==> config.mk <==
export PLATFORM = sky130hd
export DESIGN_NAME = abme_ram
export DESIGN_NICKNAME = d
export VERILOG_FILES = /design/src/sv/abme_ram.sv
export SDC_FILE = /design/constraint.sdc
export NUM_CORES = 2
export LEC_CHECK = 0
export BUFFER_PORTS_ARGS = -buffer_cell sky130_fd_sc_hd__buf_4
export CAP_MARGIN = 20
export CORE_ASPECT_RATIO = 2
export CORE_MARGIN = 3
export CORE_UTILIZATION = 55
export DETAILED_ROUTE_END_ITERATION = 12
export PLACE_DENSITY = 0.71
export SYNTH_ARGS = -nofsm -noshare
export SYNTH_HDL_FRONTEND = slang
export SYNTH_SLANG_ARGS = --single-unit
==> constraint.sdc <==
create_clock -name i_clk -period 8.3 [get_ports i_clk]
set_input_delay 2.075 -clock i_clk [delete_from_list [all_inputs] [get_ports i_clk]]
set_output_delay 2.075 -clock i_clk [all_outputs]
set_load 0.03 [all_outputs]
==> src/sv/abme_ram.sv <==
// Generic single-port-write, single-port-read RAM with a registered read.
`default_nettype none
module abme_ram #(
    parameter int WIDTH = 64,
    parameter int DEPTH = 64
) (
    input  wire logic                     i_clk,
    input  wire logic                     i_we,
    input  wire logic [$clog2(DEPTH)-1:0] i_waddr,
    input  wire logic [WIDTH-1:0]         i_wdata,
    input  wire logic [$clog2(DEPTH)-1:0] i_raddr,
    output logic      [WIDTH-1:0]         o_rdata
);

    logic [WIDTH-1:0] r_mem [DEPTH];
    logic [WIDTH-1:0] r_rdata;

    always_ff @(posedge i_clk) begin
        if (i_we) begin
            r_mem[i_waddr] <= i_wdata;
        end
        r_rdata <= r_mem[i_raddr];
    end

    assign o_rdata = r_rdata;

endmodule
`default_nettype wire

# Yosys cells after proc, flatten, opt, wreduce, memory -nomap -nowiden
# Memory sizes are Yosys's and may differ from the RTL's. A register that Yosys moved wholly into a read port is not among the register bits.
# Cells that the tools add are included.
word_totals:
  register_bits: 0
  ramBits: 4096
  input_bits: 78
  output_inout_bits: 64
  wordCells: 3
  n_memories: 1
mem_list:
  columns: ["memory", "words", "width", "read_ports", "rd_ports_with_merged_regs", "write_ports", "line", "source"]
  rows:
  - ["r_mem", 64, 64, 1, 1, 1, "15", "logic [WIDTH-1:0] r_mem [DEPTH];"]
classes:
  muxes: 2
op_table:
  columns: ["operator", "count"]
  rows:
  - ["$mux W1", 2]

# Longest topological paths before layout
logic_depth:
  ltp_word: 2
  depth_mapped: 9

# Least setup slack after synthesis
# Ideal clock, no wire load.
synth_path:
  kind: "input -> register"
  start: "input i_waddr[3]"
  end: "memory r_mem[48][0] (enable)"
  arrival_ps: 6947
  setup_slack_ps: 789
  cell_stages: 4
  path_cell_list: "clkbuf_1 -> nor2b_1 -> nand4b_1 -> nor3_1"
synth_rtl:
  columns: ["item", "line", "source"]
  rows:
  - ["from (decl)", "9", "input wire logic [$clog2(DEPTH)-1:0] i_waddr,"]
  - ["to (decl)", "15", null]
# No word-level cell before the write port.

==> impl_metrics.tcl <==
set metrics [dict create \
    dp_hpwl_um 232000 \
    synth_edf_count 4096 \
    seq_area_frac_synth_pct 79.5 \
    dieArea_um2 291000 \
    clkLatencyLatePin_ps 920 \
    drv_slew 0 \
    hp-class "reg2reg" \
    fin_nets 6992 \
    fin_ws_ps 3650 \
    fin_area_um2 174000 \
    drtIter0Drc 10800 \
    startpoint "i_raddr[2]" \
    finalClockSkew_ps 43.4 \
    final_util_pct 61.5 \
    io-pin-count 142 \
    cts_resized 0 \
    areaGrowthSynthToFinish_pct 11.2 \
    final_cells 10900 \
    cts_buffer_depth 4 \
    drtAntennaViolNets 0 \
    wl_per_cell_um 40.1 \
    cts_made_buffers 344 \
    rows 276 \
    setup_tns_ps 0 \
    ctsRootBufferMaster "clkbuf_16" \
    maxCapViolations 0 \
    placed_cells_incl_taps 10300 \
    detail_route.drc_violations 0 \
    final_common_cell "edfxtp_1" \
    synth.distinct_cells 33 \
    yosys_warnings 0 \
    first_global_vias 77400 \
    vdd_drop_max_uv 201 \
    fin_crit_sh_pct 56.0 \
    antenna_found_initial 26 \
    vias_per_cell 7.02 \
    initial_utilization_pct 55.3 \
    hold_violations 0 \
    synthArstFlopShare_pct 0 \
    synth_area_per_cell_um2 23.7 \
    place_area_um2 163000 \
    syn-cell-area_um2 156000 \
    cp-endpoint "o_rdata[54]" \
    power-per-cell-area_nw_per_um2 238 \
    cts_sinks 4160 \
    rsz0062_at_grt "no" \
    post_cts_buffers 0 \
    num_vias 76800 \
    gp_congestion 0.825 \
    first_pass_iters 6 \
    path_clk_slew_ps 80 \
    reg2reg_to "o_rdata[42]" \
    crit_required_ps 9060 \
    grt_start_max_net_pins 125 \
    syn_inst 6598 \
    fin_crit_ps 4650 \
    fp.dieW_um 383 \
    dieHeight_um 760 \
    syn-num-nets 6676 \
    final_layout_size_suffix_gt1_share_pct 27.5 \
    most-common-layout-cells "edfxtp_1, mux4_2, clkbuf_16" \
    yosys_register_bits 4160 \
    slew_headroom_pct 19.8 \
    grt_pass1_wl_um 610000 \
    grt_usage_pct 30.2 \
    reg2reg_depth 5 \
    core_region_area_um2 283000 \
    ys.flop_type "edfxtp_1" \
    clock.fmax_ghz 0.215 \
    wl_um 439000 \
    setup_viol_count_final 0 \
    r2r_slack_ps 6090 \
    worst_slew_pin_slew_ps 1200 \
    power.total_mw 41.4 \
    htree_levels 5 \
    status "finished, final reports clean" \
    cp_max_fo 68 \
    critPathKind "in2reg" \
    end_kind "flip-flop" \
    whs_ps 804 \
    overflow 0 \
    p_leak_nw 53.8 \
    ctsHoldBuffers 0 \
    arrival_ps 5400 \
    startpoint_type "input port" \
    cts_tree "built" \
    dpl_worst_slack_ps 2790 \
    numPortBuffers 141 \
    crit-reg2reg-launch "r_mem[12][42]" \
    fill_cells 18600 \
]
sequential cells by signal, indices dropped and copies added (netlist names):
name,count
r_mem,4096
o_rdata,64
metal layers:
layer	part of all wire, %	track usage, %
met5	0.051	0
met4	5.9	14.4
met3	10	5.90
met2	51	50.8
met1	33	38.1
Yosys cell counts (all sizes together), types with 18 or more instances:
library cell	n	area, µm²
nor2b	28	175
a31oi	18	113
dfxtp	64	1280
a41oi	26	228
and3	64	400
o221ai	38	333
or2	28	175
nand2	58	218
mux4	1024	23100
nor2	112	420
a211oi	63	473
edfxtp	4096	123000
inv	19	71.3
mux2i	135	1350
a22o	88	771
nand3	45	225
clkbuf	140	526
buf	230	1250
a2bb2oi	19	166
or3	29	181
o22ai	83	519
a22oi	168	1260
power breakdown:
part | total, mW | internal [mW] | switching [mW]
logic | 2.08 | 0.753 | 1.33
registers | 23.4 | 23.2 | 0.114
clock network | 16.0 | 8.59 | 7.40
cell type report:
type | instances | area (µm²) | share of cell area (%)
clock inverter | 185 | 1610 | 0.925
tap | 3753 | 4700 | 2.70
timing repair buffer | 340 | 3260 | 1.87
antenna | 9 | 22.5 | 0.0129
multi-input combinational | 2049 | 30800 | 17.7
inverter | 19 | 71.3 | 0.0410
sequential | 4160 | 124000 | 71.5
clock buffer | 424 | 9220 | 5.30
kinds of logic (layout without fill, tap and decap cells):
family                 count (synthesis)  after routing  synth area share [%]
AOI/OAI and AO/OA                    504            504                  2.48
buffers and inverters                389            968                  1.18
DFF                                 4160           4160                  79.5
muxes                               1159           1159                  15.6
other                                  0              9                     0
and+or+nand+nor                      386            386                  1.24
worst max-delay path, cell delays in order:
cell      delay, ps
buf_8           480
buf_4           770
buf_4           770
mux4_2          410
mux2i_1         150
o22ai_1         120
a31oi_1         400
a211oi_1         80
worst min-delay path by stage:
stage | startpoint | end | slack, ps | cells past startpoint
3_3_place_gp | r_mem[39][42] | o_rdata[42] | 820 | 4
5_1_grt | r_mem[62][44] | o_rdata[44] | 880 | 4
3_5_place_dp | r_mem[62][44] | o_rdata[44] | 810 | 4
2_1_floorplan | r_mem[30][61] | o_rdata[61] | 790 | 4
4_1_cts | r_mem[62][44] | o_rdata[44] | 800 | 4
6_report | r_mem[62][44] | o_rdata[44] | 800 | 4
(Power assumes the default switching activity.)
