**src/sv/abme_pkg.sv**
```systemverilog
// Package of the adjacency bit-matrix engine: item types, codes and constants.
`default_nettype none
package abme_pkg;

    localparam int MAX_VERTICES_DEF = 64;
    localparam int CMP_W            = 9;
    localparam int PADDR_W          = 3;
    localparam int PDATA_W          = 32;

    localparam logic [2:0] OP_ADD      = 3'd0;
    localparam logic [2:0] OP_TEST     = 3'd1;
    localparam logic [2:0] OP_LIST     = 3'd2;
    localparam logic [2:0] OP_DEGREE   = 3'd3;
    localparam logic [2:0] OP_IN_DEG   = 3'd4;
    localparam logic [2:0] OP_OUT_DEG  = 3'd5;

    localparam logic REG_IS_DIRECTED  = 1'b0;
    localparam logic REG_VERTEX_COUNT = 1'b1;

    localparam logic [6:0]  VERTEX_COUNT_RST = 7'd64;
    localparam logic [15:0] EDGE_TOTAL_MAX   = 16'hFFFF;

    typedef struct packed {
        logic [2:0] op;
        logic [5:0] src_vertex;
        logic [5:0] dst_vertex;
    } t_in_item;

    typedef struct packed {
        logic [7:0]  value;
        logic        valid_value;
        logic        last;
        logic        status;
        logic [15:0] edge_total;
    } t_out_item;

    typedef struct packed {
        logic       is_directed;
        logic [6:0] vertex_count;
    } t_cfg;

    typedef enum logic [2:0] {
        ST_IDLE,
        ST_ROW,
        ST_MIRROR,
        ST_SCAN,
        ST_SWEEP
    } t_state;

endpackage
`default_nettype wire

```
**src/sv/abme_cfg.sv**
```systemverilog
// Configuration registers of the adjacency bit-matrix engine behind an APB-style port.
`default_nettype none
module abme_cfg (
    input  wire logic                          i_clk,
    input  wire logic                          i_rst_n,
    input  wire logic                          psel,
    input  wire logic                          penable,
    input  wire logic                          pwrite,
    input  wire logic [abme_pkg::PADDR_W-1:0]  paddr,
    input  wire logic [abme_pkg::PDATA_W-1:0]  pwdata,
    output logic      [abme_pkg::PDATA_W-1:0]  prdata,
    output logic                               pready,
    output abme_pkg::t_cfg                     o_cfg
);
    import abme_pkg::*;

    logic       r_is_directed;
    logic [6:0] r_vertex_count;
    logic       reg_idx;
    logic       wr_en;

    assign reg_idx = paddr[PADDR_W-1];
    assign pready  = 1'b1;
    assign wr_en   = psel && penable && pwrite && pready;

    always_ff @(posedge i_clk) begin
        if (!i_rst_n) begin
            r_is_directed  <= 1'b0;
            r_vertex_count <= VERTEX_COUNT_RST;
        end else if (wr_en) begin
            if (reg_idx == REG_IS_DIRECTED) begin
                r_is_directed <= pwdata[0];
            end else begin
                r_vertex_count <= pwdata[6:0];
            end
        end
    end

    always_comb begin
        if (reg_idx == REG_VERTEX_COUNT) begin
            prdata = PDATA_W'(r_vertex_count);
        end else begin
            prdata = PDATA_W'(r_is_directed);
        end
    end

    assign o_cfg.is_directed  = r_is_directed;
    assign o_cfg.vertex_count = r_vertex_count;

endmodule
`default_nettype wire

```
**config.mk**
```make
export PLATFORM = sky130hd
export DESIGN_NAME = abme_cfg
export DESIGN_NICKNAME = d
export VERILOG_FILES = /design/src/sv/abme_pkg.sv /design/src/sv/abme_cfg.sv
export SDC_FILE = /design/constraint.sdc
export NUM_CORES = 1
export LEC_CHECK = 0
export BUFFER_PORTS_ARGS = -buffer_cell sky130_fd_sc_hd__buf_2
export CAP_MARGIN = 20
export CORE_UTILIZATION = 27
export CTS_CLUSTER_DIAMETER = 60
export DETAILED_ROUTE_END_ITERATION = 8
export PLACE_DENSITY = 0.71
export SKIP_CTS_REPAIR_TIMING = 1
export SYNTH_ARGS = -nofsm -noshare
export SYNTH_HDL_FRONTEND = slang
export SYNTH_SLANG_ARGS = --single-unit
export TNS_END_PERCENT = 10
```
**constraint.sdc**
```tcl
create_clock -name i_clk -period 0.8 [get_ports i_clk]
set_input_delay 0.08 -clock i_clk [delete_from_list [all_inputs] [get_ports i_clk]]
set_output_delay 0.08 -clock i_clk [all_outputs]
set_load 0.01 [all_outputs]
```
# --- Yosys cells after proc, flatten, opt, wreduce, memory -nomap -nowiden ---
# Index checks and enable logic that the tools add are counted.
# W data, S select, Z words.
classes:
  bitwise_logic: 1
  n_reduce_logical: 4
  muxes: 1
ops:
  columns: ["operator", "count"]
  rows:
  - ["$mux W7", 1]
  - ["$reduce_and A2 Y1", 2]
  - ["$logic_and A1 B1 Y1", 2]
  - ["$not A1 Y1", 1]
totals:
  reg_bits: 8
  input_bits: 40
  wordCells: 8

# --- Logic depth before layout (Yosys ltp) ---
logic_depth:
  word_depth: 3
  ltp_mapped: 3

# --- Worst setup path before layout ---
# Ideal clock, no wire load.
synth_path:
  kind: "reg-to-output"
  startpoint: "reg r_vertex_count[0]"
  endpoint: "out prdata[0] (netlist name)"
  required_time_ns: 0.720
  path_stages_with_launch: 2
  path_slack_ns: 0.102
  arrival_ns: 0.618
  path_buffers: 0
  path_cell_list: "dfxtp_1 mux2_2"
synth_via:
  elab_chain_len: 1
synth_rtl:
  columns: ["item", "line_no", "source"]
  rows:
  - ["start: declaration", "abme_cfg.sv:18", "logic [6:0] r_vertex_count;"]
  - ["start signal: assignment", "abme_cfg.sv:34", "r_vertex_count <= pwdata[6:0];"]
  - ["$mux W7", "abme_cfg.sv:40", "if (reg_idx == REG_VERTEX_COUNT) begin"]
  - ["end: declaration", "abme_cfg.sv:11", "output logic [abme_pkg::PDATA_W-1:0] prdata,"]
# No other way between the ends.

# --- Worst setup path in the final report ---
layout_path:
  startpoint: "reg r_is_directed"
  endpoint: "out prdata[0] (netlist name)"
layout_via:
  elab_chain_len: 1
layout_rtl:
  columns: ["item", "line_no", "source"]
  rows:
  - ["start: declaration", "abme_cfg.sv:17", "logic r_is_directed;"]
  - ["start signal: assignment", "abme_cfg.sv:32", "r_is_directed <= pwdata[0];"]
  - ["$mux W7", "abme_cfg.sv:40", null]
# No other way between the ends.

==> impl_metrics.py <==
metrics = {
    "logic_synthesis": {
        "synth.distinct_cells": 12,
        "yosys_warnings": 0,
        "avgSynthCellArea_um2": 8.48,
        "synth-seq-cells": 8,
        "syn_area_um2": 602,
        "postSynthCellCount": 71,
        "synth_top_area_share_pct": 33.7,
        "synth_area_leaders": "buf_4 (34%), dfxtp_1 (27%), mux2i_1 (13%)",
        "synth_largest_area_cell": "buf_4",
        "ys_seq_area_share_pct": 26.6,
    },
    "timing": {
        "finalWorstSetupSlack_ns": -0.230,
        "fmax_mhz": 971,
        "rsz0062_at_grt": "yes",
        "finalClockSkew_ns": 0,
        "drv_slew": 0,
        "hold_ws_ns": 0.0644,
        "period_needed_ns": 1.03,
        "finalHoldViolations": 0,
        "finalCritPeriodShare_pct": 129,
        "setup_viol": 8,
    },
    "placed_design": {
        "dpl.hpwl_um": 860,
        "portBuffers": 27,
        "gp_congestion": 0.617,
        "placed_area_um2": 679,
        "place_ws_ns": -0.0463,
    },
    "critical_path": {
        "worst-r2r-setup-slack_ns": 0.14,
        "reg2reg_depth": 3,
        "path_class": "flip-flop to output port",
        "reg2reg_to": "r_is_directed",
        "cp.required_ns": 0.72,
        "arrival_ns": 0.95,
        "cpMaxStageDelayCell": "dfxtp_2",
        "cp_slowest_stage_delay_ns": 0.31,
        "timing.rr.start": "r_is_directed",
        "cp-end-kind": "output port",
        "critical_path.startpoint_type": "flip-flop",
        "worstPathMaxFanout": 2,
        "crit_path_cell_trace": "mux2_4 > buf_6",
    },
    "cells_and_area": {
        "layout_common_cells": "conb_1 (26), buf_2 (16), nand2_1 (13)",
        "mostFrequentLayoutCell": "conb_1",
        "diodes": 0,
        "drive_above_1_share_pct": 50.0,
        "fill_cells": 210,
        "area_delta_synth_final_pct": 32.8,
        "nNetsFinal": 144,
        "design_area_um2": 800,
        "fin_util_pct": 39.5,
    },
    "clock_tree": {
        "cts_tree": "yes",
        "clkTransAtPathRegs_ns": 0.05,
        "insertion_delay_ns": 0.25,
        "numCtsBuffers": 3,
        "clockRootBuffer": "clkbuf_4",
        "cts_max_level": 1,
        "cts_sinks": 8,
        "clock_path_buffers": 2,
    },
    "floorplanning": {
        "dieHeight_um": 49.2,
        "die_w_um": 49.2,
        "core.rowCount": 16,
        "pin_count": 81,
        "fp.dieArea_um2": 2420,
        "fp.coreArea_um2": 2020,
        "start_util_pct": 29.8,
    },
    "routing": {
        "drt_iter0_drc": 3,
        "wl_per_cell_um": 8.24,
        "route.detailed.drc": 0,
        "vias": 464,
        "drtPass1Iterations": 2,
        "viasPerCell": 3.60,
        "wirelength_mm": 1.06,
        "ant_nets": 0,
    },
    "power": {
        "power_leakage_uw": 0.000420,
        "p_per_area_nw_per_um2": 1150,
        "vdd_drop_max_uv": 526,
        "p_total_uw": 916,
    },
    "grt": {
        "grt_usage_pct": 8.99,
        "grt_pass1_wl_mm": 1.61,
        "grt_max_degree": 16,
        "grt_pass1_vias": 365,
        "antenna_found_initial": 0,
        "overflow": 0,
    },
    "outcome": {
        "failed_checks": "negative setup slack",
        "status": "finished with violations",
    },
    "min_path": {
        "hp-start": "pwdata[4]",
        "hold_path_end": "r_vertex_count[4]",
        "hold-path-cell-count": 3,
        "hold_path.class": "primary input to flip-flop",
    },
    "run": {
        "drv_cap": 0,
    },
}
metal layers:
metal	up-vias	track usage (%)	share of wire, %
met4	0	2.94	0
li1	233	-	-
met1	194	10.5	38
met5	-	0	0
met2	37	14.2	51
met3	0	4.36	11
worst max-delay path by stage:
| stage | startpoint | cells past startpoint | endpoint | slack [ns] |
|---|---|---|---|---|
| final | r_is_directed | 2 | prdata[0] | -0.23 |
| after global routing | r_is_directed | 2 | prdata[0] | -0.28 |
| after CTS | r_vertex_count[0] | 2 | prdata[0] | -0.27 |
| after detailed placement | paddr[2] | 4 | r_vertex_count[3] | -0.05 |
| after global placement | paddr[2] | 4 | r_vertex_count[1] | 0.009 |
| after floorplan | r_vertex_count[0] | 1 | prdata[0] | 0.10 |
Yosys cell counts:
cell type	count
nand2_1	13
buf_2	1
buf_6	1
nand4b_1	1
nor2b_1	2
and4_1	1
conb_1	2
mux2i_1	8
mux2_2	1
dfxtp_1	8
and2_2	6
buf_4	27
worst max-delay path, delay by kind of cell, from the launching register on:
kind,cells,cell delay [ns]
mux,1,0.27
buf+inv,1,0.12
flops,1,0.31
cell families (layout without fill, tap and decap cells):
kind of cell | count (synthesis) | in the layout | synth area share (%)
multiplexers | 9 | 9 | 15.2
other | 2 | 26 | 1.25
flip-flops | 8 | 8 | 26.6
buffers and inverters | 29 | 36 | 36.4
AND/OR/NAND/NOR | 23 | 23 | 20.6
state kept, by name, summed over array words and instances (netlist names):
| name | flops |
|---|---|
| r_is_directed | 1 |
| r_vertex_count | 7 |
area by class of cell:
cell class,count,area (µm²),share of cell area (%)
Clock buffer,3,22.5,2.82
Multi-Input combinational cell,58,324,40.5
Sequential cell,8,170,21.3
Tap cell,27,33.8,4.23
Timing Repair Buffer,33,249,31.1
where the power goes:
group | internal [µW] | switching [µW]
combinational | 80.7 | 112
clock | 172 | 136
sequential | 409 | 6.70
total | 661 | 254
stage by stage:
step | cells | setup TNS (ns)
5_1_grt | 129 | -1.29
3_3_place_gp | 125 | 0
3_5_place_dp | 125 | -0.0463
2_1_floorplan | 95 | 0
6_report | 129 | -0.890
4_1_cts | 128 | -1.46
Power figures use the tool's default switching activity.
